$ cat config.mk
export PLATFORM = sky130hd
export DESIGN_NAME = lcge_ctrl
export DESIGN_NICKNAME = d
export VERILOG_FILES = /design/src/rtl/lcge_pkg.sv /design/src/rtl/lcge_ctrl.sv
export SDC_FILE = /design/constraint.sdc
export NUM_CORES = 1
export LEC_CHECK = 0
export ABC_AREA = 1
export BUFFER_PORTS_ARGS = -buffer_cell sky130_fd_sc_hd__buf_2
export CORE_AREA = 3 3 40 42
export CTS_CLUSTER_SIZE = 20
export DETAILED_ROUTE_END_ITERATION = 12
export DIE_AREA = 0 0 43 45
export PLACE_DENSITY = 0.58
export SLEW_MARGIN = 20
export SYNTH_ARGS = -nofsm -noshare
export SYNTH_HDL_FRONTEND = slang
export SYNTH_SLANG_ARGS = --single-unit
$ cat constraint.sdc
create_clock -name clk -period 2.5 [get_ports clk]
set_input_delay 0 -clock clk [delete_from_list [all_inputs] [get_ports clk]]
set_output_delay 0 -clock clk [all_outputs]
set_load 0.005 [all_outputs]
$ cat src/rtl/lcge_pkg.sv
`default_nettype none

package lcge_pkg;

	localparam int POP_W     = 13;
	localparam int ADDR_W    = 6;
	localparam int NB_NUM    = 8;
	localparam int NB_W      = $clog2(NB_NUM);
	localparam int SUM_W     = $clog2(NB_NUM + 1);
	localparam int BORN_CNT  = 3;
	localparam int KEEP_CNT  = 2;
	localparam logic [POP_W-1:0] MAX_LIVE = POP_W'(4096);

	localparam logic [1:0] REQ_WRITE = 2'd0;
	localparam logic [1:0] REQ_EVAL  = 2'd1;
	localparam logic [1:0] REQ_CLEAR = 2'd2;

	localparam logic [1:0] OFS_NEG  = 2'b11;
	localparam logic [1:0] OFS_ZERO = 2'b00;
	localparam logic [1:0] OFS_POS  = 2'b01;

	typedef struct packed {
		logic [1:0]        req_type;
		logic [ADDR_W-1:0] row;
		logic [ADDR_W-1:0] col;
		logic              cell_value;
		logic              center_dead;
	} req_t;

	typedef struct packed {
		logic             next_state;
		logic [POP_W-1:0] live_count;
	} rsp_t;

	typedef enum logic [2:0] {
		ST_INIT_CLR,
		ST_IDLE,
		ST_REQ_CLR,
		ST_WR_RD,
		ST_WR_UPD,
		ST_EV_RD,
		ST_EV_LAST,
		ST_RSP
	} state_t;

	typedef struct packed {
		logic load;
		logic clr_step;
		logic wr_rd;
		logic wr_upd;
		logic ev_rd;
		logic rsp;
	} cmd_t;

	typedef struct packed {
		logic in_grid;
		logic clr_last;
		logic nb_last;
	} stat_t;

	// neighbor k: row offset, scanned top row, middle row, bottom row
	function automatic logic [1:0] nb_dr(input logic [NB_W-1:0] k);
		logic [1:0] d;
		case (k)
			3'd0, 3'd1, 3'd2: d = OFS_NEG;
			3'd3, 3'd4:       d = OFS_ZERO;
			default:          d = OFS_POS;
		endcase
		return d;
	endfunction

	function automatic logic [1:0] nb_dc(input logic [NB_W-1:0] k);
		logic [1:0] d;
		case (k)
			3'd0, 3'd3, 3'd5: d = OFS_NEG;
			3'd1, 3'd6:       d = OFS_ZERO;
			default:          d = OFS_POS;
		endcase
		return d;
	endfunction

endpackage

`default_nettype wire

$ cat src/rtl/lcge_ctrl.sv
`default_nettype none

module lcge_ctrl (
	input  wire logic          clk,
	input  wire logic          arst_n,
	input  wire logic          start,
	input  wire logic [1:0]    req_type,
	input  wire lcge_pkg::stat_t stat,
	output lcge_pkg::cmd_t     cmd,
	output logic               busy,
	output logic               done
);

	lcge_pkg::state_t state_q, state_nxt;

	always_ff @(posedge clk or negedge arst_n) begin
		if (!arst_n) begin
			state_q <= lcge_pkg::ST_INIT_CLR;
		end else begin
			state_q <= state_nxt;
		end
	end

	always_comb begin
		state_nxt = state_q;
		case (state_q)
			lcge_pkg::ST_INIT_CLR: begin
				if (stat.clr_last) state_nxt = lcge_pkg::ST_IDLE;
			end
			lcge_pkg::ST_IDLE: begin
				if (start) begin
					case (req_type)
						lcge_pkg::REQ_WRITE:
							state_nxt = stat.in_grid ? lcge_pkg::ST_WR_RD : lcge_pkg::ST_RSP;
						lcge_pkg::REQ_EVAL:
							state_nxt = stat.in_grid ? lcge_pkg::ST_EV_RD : lcge_pkg::ST_RSP;
						lcge_pkg::REQ_CLEAR:
							state_nxt = lcge_pkg::ST_REQ_CLR;
						default:
							state_nxt = lcge_pkg::ST_RSP;
					endcase
				end
			end
			lcge_pkg::ST_REQ_CLR: begin
				if (stat.clr_last) state_nxt = lcge_pkg::ST_RSP;
			end
			lcge_pkg::ST_WR_RD:   state_nxt = lcge_pkg::ST_WR_UPD;
			lcge_pkg::ST_WR_UPD:  state_nxt = lcge_pkg::ST_RSP;
			lcge_pkg::ST_EV_RD: begin
				if (stat.nb_last) state_nxt = lcge_pkg::ST_EV_LAST;
			end
			lcge_pkg::ST_EV_LAST: state_nxt = lcge_pkg::ST_RSP;
			lcge_pkg::ST_RSP:     state_nxt = lcge_pkg::ST_IDLE;
			default:              state_nxt = lcge_pkg::ST_IDLE;
		endcase
	end

	always_comb begin
		cmd  = '0;
		busy = 1'b1;
		done = 1'b0;
		case (state_q)
			lcge_pkg::ST_INIT_CLR: cmd.clr_step = 1'b1;
			lcge_pkg::ST_IDLE: begin
				busy     = 1'b0;
				cmd.load = start;
			end
			lcge_pkg::ST_REQ_CLR:  cmd.clr_step = 1'b1;
			lcge_pkg::ST_WR_RD:    cmd.wr_rd = 1'b1;
			lcge_pkg::ST_WR_UPD:   cmd.wr_upd = 1'b1;
			lcge_pkg::ST_EV_RD:    cmd.ev_rd = 1'b1;
			lcge_pkg::ST_EV_LAST:  cmd = '0;
			lcge_pkg::ST_RSP: begin
				cmd.rsp = 1'b1;
				done    = 1'b1;
			end
			default: cmd = '0;
		endcase
	end

endmodule

`default_nettype wire

# Word level (Yosys, flattened, before mapping)
# Index checks and enable logic that the tools add are counted.
[word_totals]
regBits = 3
latch_bits = 0
mem_bits_rw = 0
mem_bits_ro = 0
inputBits = 8
output_inout_bits = 8
word_cells = 34
n_memories = 0
[classes]
n_addsub = 0
mul = 0
n_div = 0
n_lt_le_gt_ge = 0
n_eq_ne = 13
shift = 0
n_mux = 15
n_bitwise = 0
reduce_logical = 5
[ops]
columns = ["operator", "n"]
rows = [
  ["3-bit one-hot mux with 7 select lines", 1],
  ["3-bit 2-to-1 mux", 5],
  ["3-bit == test (second input constant)", 4],
  ["3-bit one-hot mux with 3 select lines", 1],
  ["2-bit != test (second input constant)", 4],
  ["1-bit 2-to-1 mux", 7],
  ["3-bit by 2-bit == test with 1-bit output (second input constant)", 2],
  ["4-bit AND reduction", 1],
  ["2-bit OR reduction", 2],
  ["3-bit by 1-bit == test with 1-bit output (second input constant)", 1],
  ["3-bit logical NOT", 1],
  ["2-bit by 1-bit == test with 1-bit output (second input constant)", 1],
  ["2-bit == test (second input constant)", 1],
  ["2-bit logical NOT", 1],
  ["2-bit 2-to-1 mux", 1],
]

# Longest topological paths before layout
[logic_depth]
depth_word = 4
mapped_depth = 8
mapped_depth_nobuf = 7

# Worst setup path before layout
# OpenSTA, ideal clock, no wires.
[synth_path]
path_kind = "register to register"
startpoint = "register state_q[1]"
endpoint = "register state_q[2]"
setup_ps = 117
arrival_ps = 920
required_ps = 2383
path_slack_ps = 1463
path_stages_with_launch = 6
path_buffers = 1
synth_period_minus_slack_ps = 1037
cell_sequence = "dfrtp_1 buf_6 o21ai_0 nand3_1 nand2_1 nand2_1"
[synth_between]
elab_chain_cells = 3
elab_cells_between_ends = 15
cone_classes = "eq/ne: 11; mux: 1; reduce/logical: 3"
[synth_lines]
columns = ["element", "line_no", "text"]
rows = [
  ["from (decl)", "lcge_ctrl.sv:14", "lcge_pkg::state_t state_q, state_nxt;"],
  ["from (signal assigned)", "lcge_ctrl.sv:18", "state_q <= lcge_pkg::ST_INIT_CLR;"],
  ["from (signal assigned)", "lcge_ctrl.sv:20", "state_q <= state_nxt;"],
  ["3-bit == test (tied with other cells)", "lcge_ctrl.sv:26", "case (state_q)"],
  ["2-bit OR reduction (no line) or 2-bit != test (tied branches)", "-", ""],
  ["3-bit one-hot mux with 7 select lines or 4-bit AND reduction (tied branches)", "-", ""],
]
# Parallel ways exist; a longest one is shown, timed or not.
# A chain may end at the register's enable or synchronous reset.

==> flow_metrics.py <==
metrics = {
    "grt": {
        "grt_max_degree": 11,
        "grt_pass1_vias": 348,
        "antenna_found_initial": 0,
        "grt_overflow": 0,
        "grt_pass1_wl_um": 1300,
        "grt_use_total_pct": 8.84,
    },
    "routing": {
        "dr.pass1.iters": 2,
        "drc": 0,
        "dr_total_vias": 345,
        "routed_via_density": 4.21,
        "drtIter0Drc": 5,
        "ant_nets": 0,
        "drt-total-wl_um": 710,
        "wire_per_inst_um": 8.66,
    },
    "clock_tree": {
        "clk_pin_slew_worst_paths_ns": 0.04,
        "clockRootBuffer": "clkbuf_4",
        "cts_setup_buffers": 0,
        "cts_buffers": 3,
        "cts_resized": 0,
        "clk_latency_ns": 0.24,
        "tritoncts": "done",
        "clk_path_buf_depth": 2,
        "clock_sinks": 3,
        "cts.htree.levels": 1,
    },
    "critical_path": {
        "worstPathArrival_ns": 1.25,
        "max_stage_delay_ns": 0.50,
        "worstPathMaxFanout": 9,
        "critPathSlowestCell": "dfrtp_1",
        "critPathKind": "register to output port",
        "crit_chain": "nor2_2, nand2_1, nor2_1, buf_2",
        "cp-start-kind": "register",
        "required_ns": 2.50,
        "crit_path_end_kind": "output port",
    },
    "placement": {
        "port_buffers": 15,
        "gp_congestion": 0.766,
        "dp_hpwl_um": 591,
        "place_worst_setup_slack_ns": 1.33,
    },
    "sta": {
        "setup_viol": 0,
        "slew_viol_final": 0,
        "hold_violations": 0,
        "fin_crit_sh_pct": 50.1,
        "worst_pin_slew_ns": 0.359,
        "min_period_ns": 1.25,
        "rsz0062_at_grt": "false",
        "fmax_ghz": 0.798,
        "whs_ns": 0.0411,
        "slew_headroom_pct": 76.0,
        "finClkSkew_ns": 0.00284,
        "layout_setup_ws_ns": 1.25,
        "setup_tns_ns": 0,
    },
    "die": {
        "io_pins": 16,
        "start_util_pct": 24.1,
        "die_y_um": 45,
        "die_w_um": 43,
        "dieArea_sq_um": 1940,
        "core_sq_um": 1280,
        "rows": 13,
    },
    "logic_synthesis": {
        "synth.distinct_cells": 15,
        "yosysWarnings": 0,
        "synthesis.area_sq_um": 309,
        "synth_fp_nets": 58,
        "ys_ff_latch": 3,
        "avgSynthCellArea_sq_um": 6.18,
        "synthCells": 50,
        "seq_area_frac_synth_pct": 24.3,
    },
    "pwr": {
        "p_per_area_nw_per_um2": 1210,
        "vdd_drop_max_mv": 0.412,
        "total_power_uw": 501,
        "p_leak_uw": 0.000250,
    },
    "finish": {
        "regMostFlops": "state_q",
        "reg_top3": "state_q (3)",
        "n_antenna_cell": 0,
        "area_growth_syn_to_layout_pct": 33.6,
        "num-nets-final": 76,
        "largest_register_ffs": 3,
        "drive_gt1_share_pct": 37.3,
    },
    "hold_path": {
        "worstHoldPathType": "input pin to register",
    },
    "status": {
        "status": "finished, final reports clean",
    },
    "job": {
        "drv_cap": 0,
    },
}
==> through the flow <==
stage	util, %	std cells	cell area, sq um
5_1_grt	32.1	82	413
3_3_place_gp	29.3	77	377
2_1_floorplan	-	50	309
4_1_cts	32.1	82	413
3_5_place_dp	29.3	77	377
6_report	32.1	82	413
==> final cells by class <==
| class | instances | area [sq um] |
|---|---|---|
| inverter | 7 | 26.3 |
| tap | 15 | 18.8 |
| clock buffer | 4 | 26.3 |
| sequential | 3 | 75.1 |
| fill | 152 | 872 |
| multi-input combinational | 37 | 181 |
| timing repair buffer | 16 | 85.1 |
==> repair_timing <==
item	CTS	global route
hold buffers	1	0
setup endpoints to repair	0	0
hold endpoints to repair	3	0
==> routing by layer <==
layer | vias to the layer above | routed length, um | part of all wire, % | track usage (%)
met4 | 0 | 14 | 2.0 | 7.23
met3 | 2 | 27 | 3.8 | 1.59
li1 | 184 | - | - | -
met2 | 6 | 385 | 54 | 15.6
met1 | 153 | 283 | 40 | 9.20
met5 | - | 0 | 0 | 0
==> cells by family (layout without fill, tap and decap cells) <==
kind of cell	after synthesis	count (layout)	synth area share [%]
flip-flops	3	3	24.3
AND/OR/NAND/NOR	33	33	50.2
AO/OA/AOI/OAI	4	4	8.50
buffers and inverters	10	27	17.0
==> report_power, final <==
group          total [uW]  switching, uW  internal (uW)
logic                 269            146            123
registers             145           69.4           75.4
clock network        86.8           26.9           59.9
==> synthesized netlist by cell type, drive strengths merged <==
cell type	instances	area share, %
dfrtp	3	24
inv	7	8.5
buf	3	8.5
nor3	2	4.9
nand3	5	8.1
nor2	9	16
a21o	1	2.4
nand2	17	21
o21ai	3	6.1
==> layout by cell type, fill, tap and decap left out <==
cell / Yosys / final
a21o_1: 1 / 1
buf_2: 0 / 15
clkbuf_1: 0 / 1
clkbuf_4: 0 / 3
dfrtp_1: 3 / 3
dlygate4sd3_1: 0 / 1
inv_1: 7 / 7
nand2_1: 16 / 16
nand2_2: 1 / 1
nand3_1: 5 / 5
nor2_1: 5 / 5
nor2_2: 3 / 3
nor2_4: 1 / 1
nor3_1: 1 / 1
nor3_2: 1 / 1
o21ai_0: 2 / 2
o21ai_2: 1 / 1
==> critical path: cells and delay by family, from the launching register on <==
family / cells / cell delay, ns
buffers and inverters: 1 / 0.11
flip-flops: 1 / 0.50
AND/OR/NAND/NOR: 3 / 0.41
==> final timing paths <==
path / cells after the start / slack, ns / from / to
setup / recovery: 4 / 1.25 / state_q[1] / cmd[5]
hold / removal: 4 / 0.04 / stat[1] / state_q[1]
setup reg to reg: 4 / 1.33 / state_q[1] / state_q[2]
hold reg to reg: 3 / 0.75 / state_q[0] / state_q[1]
max in group asynchronous: 2 / 2.31 / arst_n / state_q[0]
min in group asynchronous: 2 / 0.08 / arst_n / state_q[1]
Note: power is estimated with default switching activity, not from simulation.
